[config.mk]
export PLATFORM = sky130hd
export DESIGN_NAME = integer_to_radix_text_flat
export DESIGN_NICKNAME = d
export VERILOG_FILES = /design/src/sv/itr_pkg.sv /design/src/sv/itr_in_if.sv /design/src/sv/itr_out_if.sv /design/src/sv/integer_to_radix_text.sv /design/src/flat_wrapper.sv
export SDC_FILE = /design/constraint.sdc
export NUM_CORES = 1
export LEC_CHECK = 0
export BUFFER_PORTS_ARGS = -buffer_cell sky130_fd_sc_hd__buf_2
export CAP_MARGIN = 20
export CORE_MARGIN = 2
export CORE_UTILIZATION = 40
export CTS_CLUSTER_DIAMETER = 60
export DETAILED_ROUTE_END_ITERATION = 8
export GPL_ROUTABILITY_DRIVEN = 0
export PLACE_DENSITY = 0.54
export SYNTH_ARGS = -nofsm -noshare
export SYNTH_HDL_FRONTEND = slang
export SYNTH_SLANG_ARGS = --single-unit
[constraint.sdc]
create_clock -name clk -period 23.1 [get_ports clk]
set_clock_uncertainty 0.05 [all_clocks]
set_input_delay 3.465 -clock clk [delete_from_list [all_inputs] [get_ports clk]]
set_output_delay 3.465 -clock clk [all_outputs]
set_load 0.02 [all_outputs]
[src/sv/itr_pkg.sv]
// shared constants, state type and digit-to-ascii helper for the radix text converter
package itr_pkg;

    localparam int DEFAULT_VALUE_BITS = 32;
    localparam int RADIX_W = 6;
    localparam int CHAR_W = 8;
    // quotient bits produced per cycle of the shared divide step
    localparam int DIV_STEPS = 8;

    localparam logic [RADIX_W-1:0] RADIX_RESET = 6'd10;
    localparam logic [RADIX_W-1:0] RADIX_MIN = 6'd2;
    localparam logic [RADIX_W-1:0] RADIX_MAX = 6'd36;
    localparam logic [RADIX_W-1:0] DECIMAL = 6'd10;

    localparam logic [CHAR_W-1:0] CHAR_ZERO = 8'h30;
    localparam logic [CHAR_W-1:0] CHAR_A = 8'h61;
    localparam logic [CHAR_W-1:0] CHAR_MINUS = 8'h2d;

    typedef enum logic [2:0] {
        ST_IDLE,
        ST_DIV,
        ST_SIGN,
        ST_RD,
        ST_LD
    } state_t;

    function automatic logic [CHAR_W-1:0] digit_char(input logic [RADIX_W-1:0] d);
        logic [CHAR_W-1:0] c;
        if (d < DECIMAL)
        begin
            c = CHAR_ZERO + {2'b00, d};
        end
        else
        begin
            c = CHAR_A + {2'b00, d - DECIMAL};
        end
        return c;
    endfunction

endpackage

[src/sv/itr_in_if.sv]
// input channel: value and signed/unsigned kind with valid/ready
interface itr_in_if #(
    parameter int VALUE_BITS = itr_pkg::DEFAULT_VALUE_BITS
);
    logic                  valid;
    logic                  ready;
    logic [VALUE_BITS-1:0] value;
    logic                  kind;

    modport source (output valid, output value, output kind, input ready);
    modport sink (input valid, input value, input kind, output ready);
endinterface

[src/sv/itr_out_if.sv]
// output channel: one ascii character per beat with last marker
interface itr_out_if;
    logic                        valid;
    logic                        ready;
    logic [itr_pkg::CHAR_W-1:0]  char_code;
    logic                        last;

    modport source (output valid, output char_code, output last, input ready);
    modport sink (input valid, input char_code, input last, output ready);
endinterface

[src/sv/integer_to_radix_text.sv]
// integer to ascii text converter in a configurable radix using a shared divide step
//
//  channel   dir   beat contents
//  in_ch     in    value, kind (0 unsigned, 1 signed)
//  out_ch    out   char_code, last
//  radix_wr  in    radix_wr_en, radix_wr_data (6 bits)
//
// each digit comes from the shared divide step, run until all VALUE_BITS are shifted through;
// then each character is read back through the digit store read port, the minus sign first
// in_ch.ready is high only in idle; the last character may still wait in the output register
// a stalled output holds the sequencer; reset returns to idle with radix 10
module integer_to_radix_text #(
    parameter int VALUE_BITS = itr_pkg::DEFAULT_VALUE_BITS
) (
    input  logic                         clk,
    input  logic                         rst_n,
    input  logic                         radix_wr_en,
    input  logic [itr_pkg::RADIX_W-1:0]  radix_wr_data,
    itr_in_if.sink                       in_ch,
    itr_out_if.source                    out_ch
);

    localparam int CYC = (VALUE_BITS + itr_pkg::DIV_STEPS - 1) / itr_pkg::DIV_STEPS;
    localparam int PAD = CYC * itr_pkg::DIV_STEPS;
    localparam int STEP_W = (CYC > 1) ? $clog2(CYC) : 1;
    localparam int CNT_W = $clog2(VALUE_BITS + 1);
    localparam int AW = $clog2(VALUE_BITS);
    localparam int RW = itr_pkg::RADIX_W;

    itr_pkg::state_t state_reg, state_next;

    logic [RW-1:0]             radix_reg;
    logic [RW-1:0]             eff_radix;
    logic [PAD-1:0]            div_reg, div_next;
    logic [RW-1:0]             rem_reg, rem_next;
    logic [STEP_W-1:0]         step_reg, step_next;
    logic [CNT_W-1:0]          count_reg, count_next;
    logic [CNT_W-1:0]          idx_reg, idx_next;
    logic [CNT_W-1:0]          idx_m1;
    logic                      neg_reg, neg_next;
    logic                      out_valid_reg, out_valid_next;
    logic [itr_pkg::CHAR_W-1:0] char_reg, char_next;
    logic                      last_reg, last_next;
    logic                      out_free;
    logic                      accept;
    logic                      neg_in;
    logic [VALUE_BITS-1:0]     mag_in;

    logic [RW-1:0]             store [VALUE_BITS];
    logic [RW-1:0]             rd_data_reg;
    logic                      store_we;
    logic [AW-1:0]             store_waddr;
    logic [RW-1:0]             store_wdata;

    always_ff @(posedge clk or negedge rst_n)
    begin
        if (!rst_n)
        begin
            radix_reg <= itr_pkg::RADIX_RESET;
        end
        else if (radix_wr_en)
        begin
            radix_reg <= radix_wr_data;
        end
    end

    // registers 0,1 act as 2 and anything above 36 acts as 36
    always_comb
    begin
        if (radix_reg < itr_pkg::RADIX_MIN)
        begin
            eff_radix = itr_pkg::RADIX_MIN;
        end
        else if (radix_reg > itr_pkg::RADIX_MAX)
        begin
            eff_radix = itr_pkg::RADIX_MAX;
        end
        else
        begin
            eff_radix = radix_reg;
        end
    end

    assign accept = in_ch.valid && in_ch.ready;
    assign neg_in = in_ch.kind && (eff_radix == itr_pkg::DECIMAL) && in_ch.value[VALUE_BITS-1];
    // most negative value negates to itself, which is the right magnitude
    assign mag_in = neg_in ? (~in_ch.value + 1'b1) : in_ch.value;
    assign out_free = !out_valid_reg || out_ch.ready;
    assign idx_m1 = idx_reg - 1'b1;

    assign in_ch.ready = (state_reg == itr_pkg::ST_IDLE);
    assign out_ch.valid = out_valid_reg;
    assign out_ch.char_code = char_reg;
    assign out_ch.last = last_reg;

    always_ff @(posedge clk or negedge rst_n)
    begin
        if (!rst_n)
        begin
            state_reg <= itr_pkg::ST_IDLE;
        end
        else
        begin
            state_reg <= state_next;
        end
    end

    always_comb
    begin
        logic [RW:0]    r;
        logic [PAD-1:0] d;
        logic           qb;

        state_next = state_reg;
        div_next = div_reg;
        rem_next = rem_reg;
        step_next = step_reg;
        count_next = count_reg;
        idx_next = idx_reg;
        neg_next = neg_reg;
        out_valid_next = out_valid_reg && !out_ch.ready;
        char_next = char_reg;
        last_next = last_reg;
        store_we = 1'b0;
        store_waddr = count_reg[AW-1:0];

        // restoring divide by the radix, DIV_STEPS quotient bits shifted in per cycle
        r = {1'b0, rem_reg};
        d = div_reg;
        for (int i = 0; i < itr_pkg::DIV_STEPS; i++)
        begin
            r = {r[RW-1:0], d[PAD-1]};
            qb = (r >= {1'b0, eff_radix});
            if (qb)
            begin
                r = r - {1'b0, eff_radix};
            end
            d = {d[PAD-2:0], qb};
        end
        store_wdata = r[RW-1:0];

        unique case (state_reg)
            itr_pkg::ST_IDLE:
            begin
                if (accept)
                begin
                    div_next = PAD'(mag_in);
                    rem_next = '0;
                    step_next = '0;
                    count_next = '0;
                    neg_next = neg_in;
                    state_next = itr_pkg::ST_DIV;
                end
            end
            itr_pkg::ST_DIV:
            begin
                div_next = d;
                if (step_reg == STEP_W'(CYC - 1))
                begin
                    store_we = 1'b1;
                    count_next = count_reg + 1'b1;
                    rem_next = '0;
                    step_next = '0;
                    if (d == '0 || (count_reg + 1'b1) == CNT_W'(VALUE_BITS))
                    begin
                        idx_next = count_reg + 1'b1;
                        state_next = neg_reg ? itr_pkg::ST_SIGN : itr_pkg::ST_RD;
                    end
                end
                else
                begin
                    rem_next = r[RW-1:0];
                    step_next = step_reg + 1'b1;
                end
            end
            itr_pkg::ST_SIGN:
            begin
                if (out_free)
                begin
                    out_valid_next = 1'b1;
                    char_next = itr_pkg::CHAR_MINUS;
                    last_next = 1'b0;
                    state_next = itr_pkg::ST_RD;
                end
            end
            itr_pkg::ST_RD:
            begin
                // wait state while the store read for the current index is registered into rd_data_reg
                state_next = itr_pkg::ST_LD;
            end
            itr_pkg::ST_LD:
            begin
                if (out_free)
                begin
                    out_valid_next = 1'b1;
                    char_next = itr_pkg::digit_char(rd_data_reg);
                    last_next = (idx_reg == CNT_W'(1));
                    idx_next = idx_m1;
                    state_next = (idx_reg == CNT_W'(1)) ? itr_pkg::ST_IDLE : itr_pkg::ST_RD;
                end
            end
            default:
            begin
                state_next = itr_pkg::ST_IDLE;
            end
        endcase
    end

    always_ff @(posedge clk or negedge rst_n)
    begin
        if (!rst_n)
        begin
            out_valid_reg <= 1'b0;
            count_reg <= '0;
            idx_reg <= '0;
            step_reg <= '0;
            neg_reg <= 1'b0;
        end
        else
        begin
            out_valid_reg <= out_valid_next;
            count_reg <= count_next;
            idx_reg <= idx_next;
            step_reg <= step_next;
            neg_reg <= neg_next;
        end
    end

    always_ff @(posedge clk)
    begin
        div_reg <= div_next;
        rem_reg <= rem_next;
        char_reg <= char_next;
        last_reg <= last_next;
    end

    // digit store, least significant digit first, read back in reverse
    always_ff @(posedge clk)
    begin
        if (store_we)
        begin
            store[store_waddr] <= store_wdata;
        end
        rd_data_reg <= store[idx_m1[AW-1:0]];
    end

`ifndef NO_ASSERTIONS
    a_accept_starts_div: assert property (@(posedge clk) disable iff (!rst_n)
        accept |=> state_reg == itr_pkg::ST_DIV)
        else $error("accepted beat did not start the divide");

    a_rem_below_radix: assert property (@(posedge clk) disable iff (!rst_n)
        state_reg == itr_pkg::ST_DIV |-> rem_reg < eff_radix)
        else $error("partial remainder not below radix");

    a_count_bound: assert property (@(posedge clk) disable iff (!rst_n)
        count_reg <= CNT_W'(VALUE_BITS))
        else $error("digit count beyond store depth");

    a_idx_nonzero: assert property (@(posedge clk) disable iff (!rst_n)
        (state_reg == itr_pkg::ST_RD || state_reg == itr_pkg::ST_LD) |-> idx_reg != '0)
        else $error("reading digits with none left");

    a_last_not_minus: assert property (@(posedge clk) disable iff (!rst_n)
        out_ch.valid && out_ch.last |-> out_ch.char_code != itr_pkg::CHAR_MINUS)
        else $error("minus sign marked as last beat");
`endif

endmodule
[src/flat_wrapper.sv]
// flat-port wrapper written by rule: the top's interface ports become plain ports
module integer_to_radix_text_flat 
#(
    parameter int VALUE_BITS = itr_pkg::DEFAULT_VALUE_BITS
)
  (clk, rst_n, radix_wr_en, radix_wr_data, in_ch_valid, in_ch_value, in_ch_kind, in_ch_ready, out_ch_valid, out_ch_char_code, out_ch_last, out_ch_ready);
  itr_in_if #(.VALUE_BITS(VALUE_BITS)) in_ch_i ();
  itr_out_if out_ch_i ();
  input  logic clk;
  input  logic rst_n;
  input  logic radix_wr_en;
  input  logic [itr_pkg::RADIX_W-1:0] radix_wr_data;
  input wire logic [$bits(in_ch_i.valid)-1:0] in_ch_valid;
  input wire logic [$bits(in_ch_i.value)-1:0] in_ch_value;
  input wire logic [$bits(in_ch_i.kind)-1:0] in_ch_kind;
  output wire logic [$bits(in_ch_i.ready)-1:0] in_ch_ready;
  output wire logic [$bits(out_ch_i.valid)-1:0] out_ch_valid;
  output wire logic [$bits(out_ch_i.char_code)-1:0] out_ch_char_code;
  output wire logic [$bits(out_ch_i.last)-1:0] out_ch_last;
  input wire logic [$bits(out_ch_i.ready)-1:0] out_ch_ready;
  assign in_ch_i.valid = in_ch_valid;
  assign in_ch_i.value = in_ch_value;
  assign in_ch_i.kind = in_ch_kind;
  assign in_ch_ready = in_ch_i.ready;
  assign out_ch_valid = out_ch_i.valid;
  assign out_ch_char_code = out_ch_i.char_code;
  assign out_ch_last = out_ch_i.last;
  assign out_ch_i.ready = out_ch_ready;
  integer_to_radix_text #(.VALUE_BITS(VALUE_BITS)) u_core (.clk(clk), .rst_n(rst_n), .radix_wr_en(radix_wr_en), .radix_wr_data(radix_wr_data), .in_ch(in_ch_i), .out_ch(out_ch_i));
endmodule
==> summary.md, run 1 <==
| Metric | Value |
|---|---|
| Post-Syn Nets | `1,251` |
| Min-Delay Path Class | `flip-flop to flip-flop` |
| Yosys warnings | `0` |
| Primary FF master, synth | `edfxtp_1` |
| Setup crit start kind | `flip-flop` |
| Share of cells above drive strength 1 | `18.9%` |
| Final setup vio count | `0` |
| Worst hold margin | `0.436 ns` |
| DR pass1 iterations | `5` |
| Max-cap viol count | `0` |
| Hold buffer count at CTS | `0` |
| First-pass GRT wire length | `53,900 microns` |
| DR DRC count | `0` |
| Crit Path Max Fanout | `32` |
| # rows | `70` |
| Final wirelength | `34,400 microns` |
| Post-CTS Setup Inserts | `0` |
| Met1 GRT Util | `26.0%` |
| Initial Utilization | `40.4%` |
| Final Cell Area | `16,600 sq um` |
| Top cells by area, synth | `edfxtp_1 49%, mux4_2 9.2%, ha_1 5.2%` |
| Port Buffer Count | `54` |
| Max FFs per register | `192` |
| Setup tns final | `0 ns` |
| Count leader, synth | `edfxtp_1` |
| Antenna-violating nets left | `0` |
| Synth area leader | `edfxtp_1` |
| TritonCTS clock tree | `yes` |
| Clock transition at path regs | `0.06 ns` |
| Multi-input gate area | `6430 sq um` |
| CTS resizes | `0` |
| I/O Pins | `55` |
| Min-delay src | `u_core.neg_reg` |
| CP Launch Point | `u_core.radix_reg[5]` |
| Via density | `5.57` |
| Met3 usage | `2.87%` |
| Pre-CTS setup slack | `3.11 ns` |
| Synth Area per Inst | `12.9 sq um` |
| FF/Latch Area | `7930 sq um` |
| Die height | `196 microns` |
| Seq/Total Area, Yosys | `54.0%` |
| Clk_lat worst skew | `0.59 ns` |
| Remaining Overflow, GRT | `0` |
| Drt initial violations | `621` |
| Post-synth top cells | `239 x edfxtp_1, 88 x nor2_1, 83 x nand2_1, 83 x o21ai_0, 61 x ha_1` |
| FF+latch count, synth | `270` |
| EDFF count, synth | `239` |
| Clock tree sinks | `270` |
| Most used cell along the critical path | `o21ai_0` |
| Crit. End Element | `flip-flop` |
| Min cycle time layout | `20.07 ns` |
| Worst setup margin | `3.03 ns` |
| Least-Margin Pin Slew | `0.985 ns` |
| Highest Clock Rate | `0.0498 GHz` |
| Placed Area | `15,500 sq um` |
| TritonCTS buffer count | `30` |
| Clock Root Buffer | `clkbuf_16` |
| Nets | `1,311` |
| FF-to-FF Start | `u_core.radix_reg[5]` |
| Pin count of the biggest net entering global routing | `72` |
| Async S/R FF share, synth | `9.26%` |
| ANT cells | `0` |
| Die area | `38,200 sq um` |
| DP HPWL | `24,000 microns` |
| Initial antenna violation count | `0` |
| Fin. Hold Viols | `0` |
| Vias in the first global route | `9,254` |
| RSZ-0062 raised after global routing | `false` |
| Met2 usage | `29.0%` |
| Distinct cells, synth | `80` |
| Status | `finished, final reports clean` |
| Worst-path cell with the longest stage delay | `mux2i_4` |
| Core area | `36,300 sq um` |
| Post-Synthesis Cells | `1,138` |
| Period utilization | `86.9%` |
| Data arrival, critical path | `20.25 ns` |
| CP peak stage delay | `0.85 ns` |
| Fillers | `3,220` |
| Synthesized area | `14,700 sq um` |
| Kind of critical path | `flip-flop to flip-flop` |
| Avg WL per Cell | `20.4 microns` |
| Die Wd | `196 microns` |
| GR peak layer | `met2` |
| WP data required | `23.28 ns` |
| H-tree depth | `1` |
| Via count | `9,417` |
| Fraction of synthesized cell area taken by the top area cell type | `48.9%` |
| GRT Resource Usage Total | `18.2%` |
| Relative slew slack | `34.3%` |
| Synth-to-Final Area Change | `13.4%` |
| Slew Limit Fails | `0` |
| Clk buf depth | `3` |
## metrics by stage
stage / std cells / utilization, %
finish: 1690 / 45.8
global route: 1690 / 45.8
CTS: 1688 / 45.7
detailed placement: 1632 / 42.7
global placement: 1632 / 42.7
floorplan: 1138 / -
## area by class of cell
type	instances	share of cell area [%]
Tap cell	468	3.52
Timing Repair Buffer	67	2.32
Inverter	54	1.22
Multi-Input combinational cell	775	38.7
Sequential cell	270	47.6
Clock buffer	34	4.60
Clock inverter	22	2.06
## path summary, 6_finish.rpt
| path | endpoint | slack [ns] | cells past startpoint |
|---|---|---|---|
| max | u_core.store[27][5] | 3.03 | 74 |
| min | u_core.neg_reg | 0.44 | 2 |
| max reg2reg | u_core.store[27][5] | 3.03 | 74 |
| min reg2reg | u_core.neg_reg | 0.44 | 2 |
| max in group asynchronous | u_core.idx_reg[0] | 19.70 | 1 |
| min in group asynchronous | u_core.radix_reg[2] | 2.86 | 1 |
## cell usage in the layout, fill, tap and decap left out, types with 9 or more instances in the layout
cell type and n:
a21o_1 15, a21oi_1 49, a31oi_1 9, buf_2 55
buf_4 11, clkbuf_16 30, dfrtp_1 22, edfxtp_1 239
ha_1 60, inv_1 54, mux2_2 27, mux2i_1 13
mux4_2 60, nand2_1 83, nand2b_1 10, nand3_1 15
nor2_1 88, nor2b_1 14, nor3_1 21, nor4_1 12
o21ai_0 82, xnor2_1 33, xor2_1 31
## critical path: cells and delay by family (launching register included)
| family | cells | cell delay, ns |
|---|---|---|
| mux | 6 | 2.61 |
| fa+ha+maj | 8 | 2.36 |
| flops | 1 | 0.39 |
| simple gates | 20 | 5.22 |
| buf+inv | 5 | 0.75 |
| compound gates | 35 | 8.32 |
## per-layer routing
layer,wire length [microns],vias to the layer above
met5,0,-
met2,15900,182
met1,16200,4709
met4,816,0
met3,1510,48
li1,-,4478
## cells by family (layout without fill, tap and decap cells)
group	after synthesis	count (layout)	synth area share [%]
simple gates	301	301	10.1
flops	270	270	54.0
compound gates	233	233	10.4
mux	107	107	12.8
buf+inv	93	177	2.46
fa+ha+maj	69	69	6.29
xor+xnor	65	65	3.88
Power of run 1 is left out: the tool's default activity adds up to more than one toggle a clock period on the data nets, which glitch-free logic cannot reach.
==> inputs of run 2 (changes only) <==
CORE_UTILIZATION = 55   (was 40)
PLACE_DENSITY = 0.7   (was 0.54)
REMOVE_ABC_BUFFERS = 1   (was default)
==> run 2 against run 1 <==
The flow now finishes with violations (DRC). Die area shrank 27%. Global-route usage increased by 5.2 points. Hold slack better by 0.0030 ns. Critical path depth up 1. Largest cell class unchanged.
==> summary.md, run 2 (synthesized netlist as in run 1, its figures left out) <==
| Metric | Value |
|---|---|
| RSZ-0062 raised after global routing | `false` |
| Failing checks | `DRC` |
| Crit Path Max Fanout | `32` |
| Pin count of the biggest net entering global routing | `72` |
| Clk buf depth | `3` |
| DR DRC count | `7` |
| Clk_lat worst skew | `0.56 ns` |
| Via density | `6.13` |
| Post-CTS Setup Inserts | `0` |
| CTS resizes | `0` |
| TritonCTS clock tree | `yes` |
| Max FFs per register | `192` |
| Commonest non-fill, non-tap cells in the layout | `239 x edfxtp_1, 88 x nor2_1, 83 x nand2_1, 82 x o21ai_0` |
| ANT cells | `0` |
| Antenna-violating nets left | `0` |
| Remaining Overflow, GRT | `0` |
| Setup crit start kind | `flip-flop` |
| CP peak stage delay | `0.70 ns` |
| Worst-path cell with the longest stage delay | `nand2_1` |
| Share of cells above drive strength 1 | `19.0%` |
| Crit. End Element | `flip-flop` |
| TritonCTS buffer count | `29` |
| Status | `finished with violations` |
| Least-Margin Pin Slew | `0.986 ns` |
| Bufs and invs on worst path | `5` |
| Avg WL per Cell | `20.6 microns` |
| Highest Clock Rate | `0.0497 GHz` |
| Largest delay share family, worst path | `compound AO/OA/AOI/OAI gates` |
| Data arrival, critical path | `20.31 ns` |
| Max-cap viol count | `0` |
| GRT Resource Usage Total | `23.4%` |
| Relative slew slack | `34.2%` |
| Die area | `28,000 sq um` |
| Die Wd | `167 microns` |
| First-pass GRT wire length | `51,700 microns` |
| Port Buffer Count | `54` |
| Leading cell type in the layout, fill and taps excluded | `edfxtp_1` |
| Period utilization | `87.2%` |
| Vias in the first global route | `9,493` |
| Final Util | `62.3%` |
| Setup tns final | `0 ns` |
| Min-Delay Path Class | `flip-flop to flip-flop` |
| WP data required | `23.28 ns` |
| Hold buffer count at CTS | `0` |
| Clock Root Buffer | `clkbuf_16` |
| Drt initial violations | `722` |
| Die height | `167 microns` |
| Initial antenna violation count | `1` |
| Via count | `9,539` |
| Kind of critical path | `flip-flop to flip-flop` |
| Slew Limit Fails | `0` |
| Min cycle time layout | `20.14 ns` |
| Fin. Hold Viols | `0` |
| Clock tree sinks | `270` |
| Final setup vio count | `0` |
| # rows | `59` |
| Clock transition at path regs | `0.06 ns` |
| Most used cell along the critical path | `o21ai_0` |
| Nets | `1,311` |
| DR pass1 iterations | `9` |
| H-tree depth | `1` |
| Core area | `26,100 sq um` |
| Synth-to-Final Area Change | `11.0%` |
| I/O Pins | `55` |
| DP HPWL | `22,900 microns` |
| Final wirelength | `32,000 microns` |
| Initial Utilization | `56.1%` |
==> run 2: metrics by stage <==
stage | cell area [sq um] | std cells | setup WS (ns) | hold WS [ns]
after detailed placement | 15300 | 1500 | 3.27 | 0.427
after global placement | 15300 | 1500 | 4.06 | 0.425
final | 16300 | 1555 | 2.96 | 0.439
after floorplan | 14500 | 1099 | 4.39 | 0.399
after CTS | 16300 | 1553 | 3.22 | 0.440
after global routing | 16300 | 1555 | 1.25 | 0.499
==> run 2: worst paths after layout <==
| check | startpoint | to | slack, ns | depth (start not counted) |
|---|---|---|---|---|
| hold reg to reg | u_core.neg_reg | u_core.neg_reg | 0.44 | 2 |
| max in group asynchronous | rst_n | u_core.idx_reg[0] | 19.66 | 1 |
| setup reg to reg | u_core.radix_reg[5] | u_core.store[1][1] | 2.96 | 75 |
| min in group asynchronous | rst_n | u_core.radix_reg[2] | 2.88 | 1 |
| setup / recovery | u_core.radix_reg[5] | u_core.store[1][1] | 2.96 | 75 |
| hold / removal | u_core.neg_reg | u_core.neg_reg | 0.44 | 2 |
==> run 2: area by class of cell <==
class	instances	area, sq um
fill	1977	9840
tap	335	419
inverter	54	203
multi-input combinational	775	6420
timing repair buffer	68	379
sequential	270	7930
clock inverter	22	214
clock buffer	31	733
==> run 2: worst min-delay path: stages, from the launching register on <==
cell     delay, ns
dfrtp_1       0.35
nand2_1       0.05
o21ai_0       0.06
==> run 2: layer usage <==
metal  track usage [%]  routed length (microns)  up-vias
met1              30.5                    13400     4704
met2              40.5                    16000      287
met3              2.98                     1480       65
met5                 0                        0        -
met4              8.66                     1110        0
li1                  -                        -     4483
Power of run 2 is left out for the same reason.
==> inputs of run 3 (changes only) <==
BUFFER_PORTS_ARGS = -buffer_cell sky130_fd_sc_hd__buf_4   (was -buffer_cell sky130_fd_sc_hd__buf_2)
SKIP_CTS_REPAIR_TIMING = 1   (was default)
==> run 3 against run 2 <==
The flow still finishes with violations (DRC). Non-clock buffer count is the same. Critical endpoint is now u_core.store[4][1]. Final area up 0.64%. Flip-flop and latch count stayed put. Critical path depth decreased by 1. Utilization grew 0.40 points. Largest cell class unchanged. Highest routed layer unchanged. Register-to-register slack gained 0.17 ns. Clock-buffer cell count increased by 5.
==> summary.md, run 3 (synthesized netlist as in run 1, its figures left out) <==
| Metric | Value |
|---|---|
| First-pass GRT wire length | `51,900 microns` |
| Clock tree sinks | `270` |
| Highest Clock Rate | `0.0501 GHz` |
| TritonCTS buffer count | `29` |
| Commonest non-fill, non-tap cells in the layout | `239 x edfxtp_1, 88 x nor2_1, 83 x nand2_1, 82 x o21ai_0, 66 x buf_4` |
| Kind of critical path | `flip-flop to flip-flop` |
| GRT Resource Usage Total | `23.7%` |
| Most used cell along the critical path | `o21ai_0` |
| Fin. Hold Viols | `0` |
| Vias in the first global route | `9,595` |
| DP HPWL | `23,100 microns` |
| Bufs and invs on worst path | `5` |
| H-tree depth | `1` |
| Highest Signal Layer | `met4` |
| WL met3 | `1550 microns` |
| Clk_lat worst skew | `0.56 ns` |
| WL met1 | `13,700 microns` |
| Max-cap viol count | `0` |
| Worst setup margin | `3.13 ns` |
| Clock Root Buffer | `clkbuf_16` |
| CP peak stage delay | `0.67 ns` |
| Crit Path Max Fanout | `32` |
| Pin count of the biggest net entering global routing | `72` |
| WP data required | `23.28 ns` |
| Crit. End Element | `flip-flop` |
| Core area | `26,100 sq um` |
| Clock transition at path regs | `0.06 ns` |
| Metal2 WL | `16,100 microns` |
| # rows | `59` |
| Period utilization | `86.4%` |
| Antenna-violating nets left | `0` |
| I/O Pins | `55` |
| Avg WL per Cell | `21.0 microns` |
| Drt initial violations | `772` |
| RSZ-0062 raised after global routing | `false` |
| Min-Delay Path Class | `flip-flop to flip-flop` |
| Setup tns final | `0 ns` |
| Initial antenna violation count | `0` |
| Die area | `28,000 sq um` |
| ANT cells | `0` |
| Die height | `167 microns` |
| Synth-to-Final Area Change | `11.7%` |
| Largest delay share family, worst path | `compound AO/OA/AOI/OAI gates` |
| Slew Limit Fails | `0` |
| Setup crit start kind | `flip-flop` |
| Min cycle time layout | `19.97 ns` |
| Nets | `1,311` |
| Via density | `6.10` |
| Clk buf depth | `3` |
| Status | `finished with violations` |
| Share of cells above drive strength 1 | `18.9%` |
| DR pass1 iterations | `8` |
| DR DRC count | `7` |
| Worst-path cell with the longest stage delay | `nand2_1` |
| Relative slew slack | `32.1%` |
| Failing checks | `DRC` |
| Port Buffer Count | `54` |
| Least-Margin Pin Slew | `1.02 ns` |
| Max FFs per register | `192` |
| Initial Utilization | `56.1%` |
| Remaining Overflow, GRT | `0` |
| TritonCTS clock tree | `yes` |
| Die Wd | `167 microns` |
| Final setup vio count | `0` |
| Via count | `9,473` |
| Pre-CTS setup slack | `3.32 ns` |
| Final wirelength | `32,600 microns` |
| Data arrival, critical path | `20.15 ns` |
| Leading cell type in the layout, fill and taps excluded | `edfxtp_1` |
run 3: changes by cell type in the layout (fill, tap and decap cells not counted), sizes merged:
cell      change
bufinv        -1
buf           +1
clkbuf        +4
clkinvlp      -1
clkinv        -4
run 3: final timing paths:
path	depth (start not counted)	endpoint	slack, ns	startpoint
max in group asynchronous	1	u_core.radix_reg[1]	19.92	rst_n
min reg2reg	2	u_core.neg_reg	0.44	u_core.neg_reg
min in group asynchronous	1	u_core.radix_reg[2]	2.77	rst_n
max	74	u_core.store[4][1]	3.13	u_core.radix_reg[5]
min	2	u_core.neg_reg	0.44	u_core.neg_reg
max reg2reg	74	u_core.store[4][1]	3.13	u_core.radix_reg[5]
run 3: tightest hold or removal path: stages (launching register included):
cell and delay (ns):
dfrtp_1 0.35, nand2_1 0.05, o21ai_0 0.06
run 3: layout make-up:
class	instances	area, sq um
fill	1997	9740
clock inverter	16	166
inverter	54	203
timing repair buffer	68	512
multi-input combinational	775	6420
tap	335	419
sequential	270	7930
clock buffer	36	752
run 3: metrics by stage:
step	utilization (%)	instance area [sq um]	hold WS, ns	std cells
after floorplan	-	14500	0.399	1099
after global placement	59.2	15500	0.421	1500
after detailed placement	59.2	15500	0.429	1500
after CTS	62.7	16400	0.441	1552
after global routing	62.7	16400	0.477	1554
final	62.7	16400	0.440	1554
run 3: metal layers:
metal,GRT usage (%),up-vias
met4,8.88,0
met1,31.0,4622
met3,2.86,75
li1,-,4481
met2,41.0,295
met5,0,-
Power of run 3 is left out for the same reason.
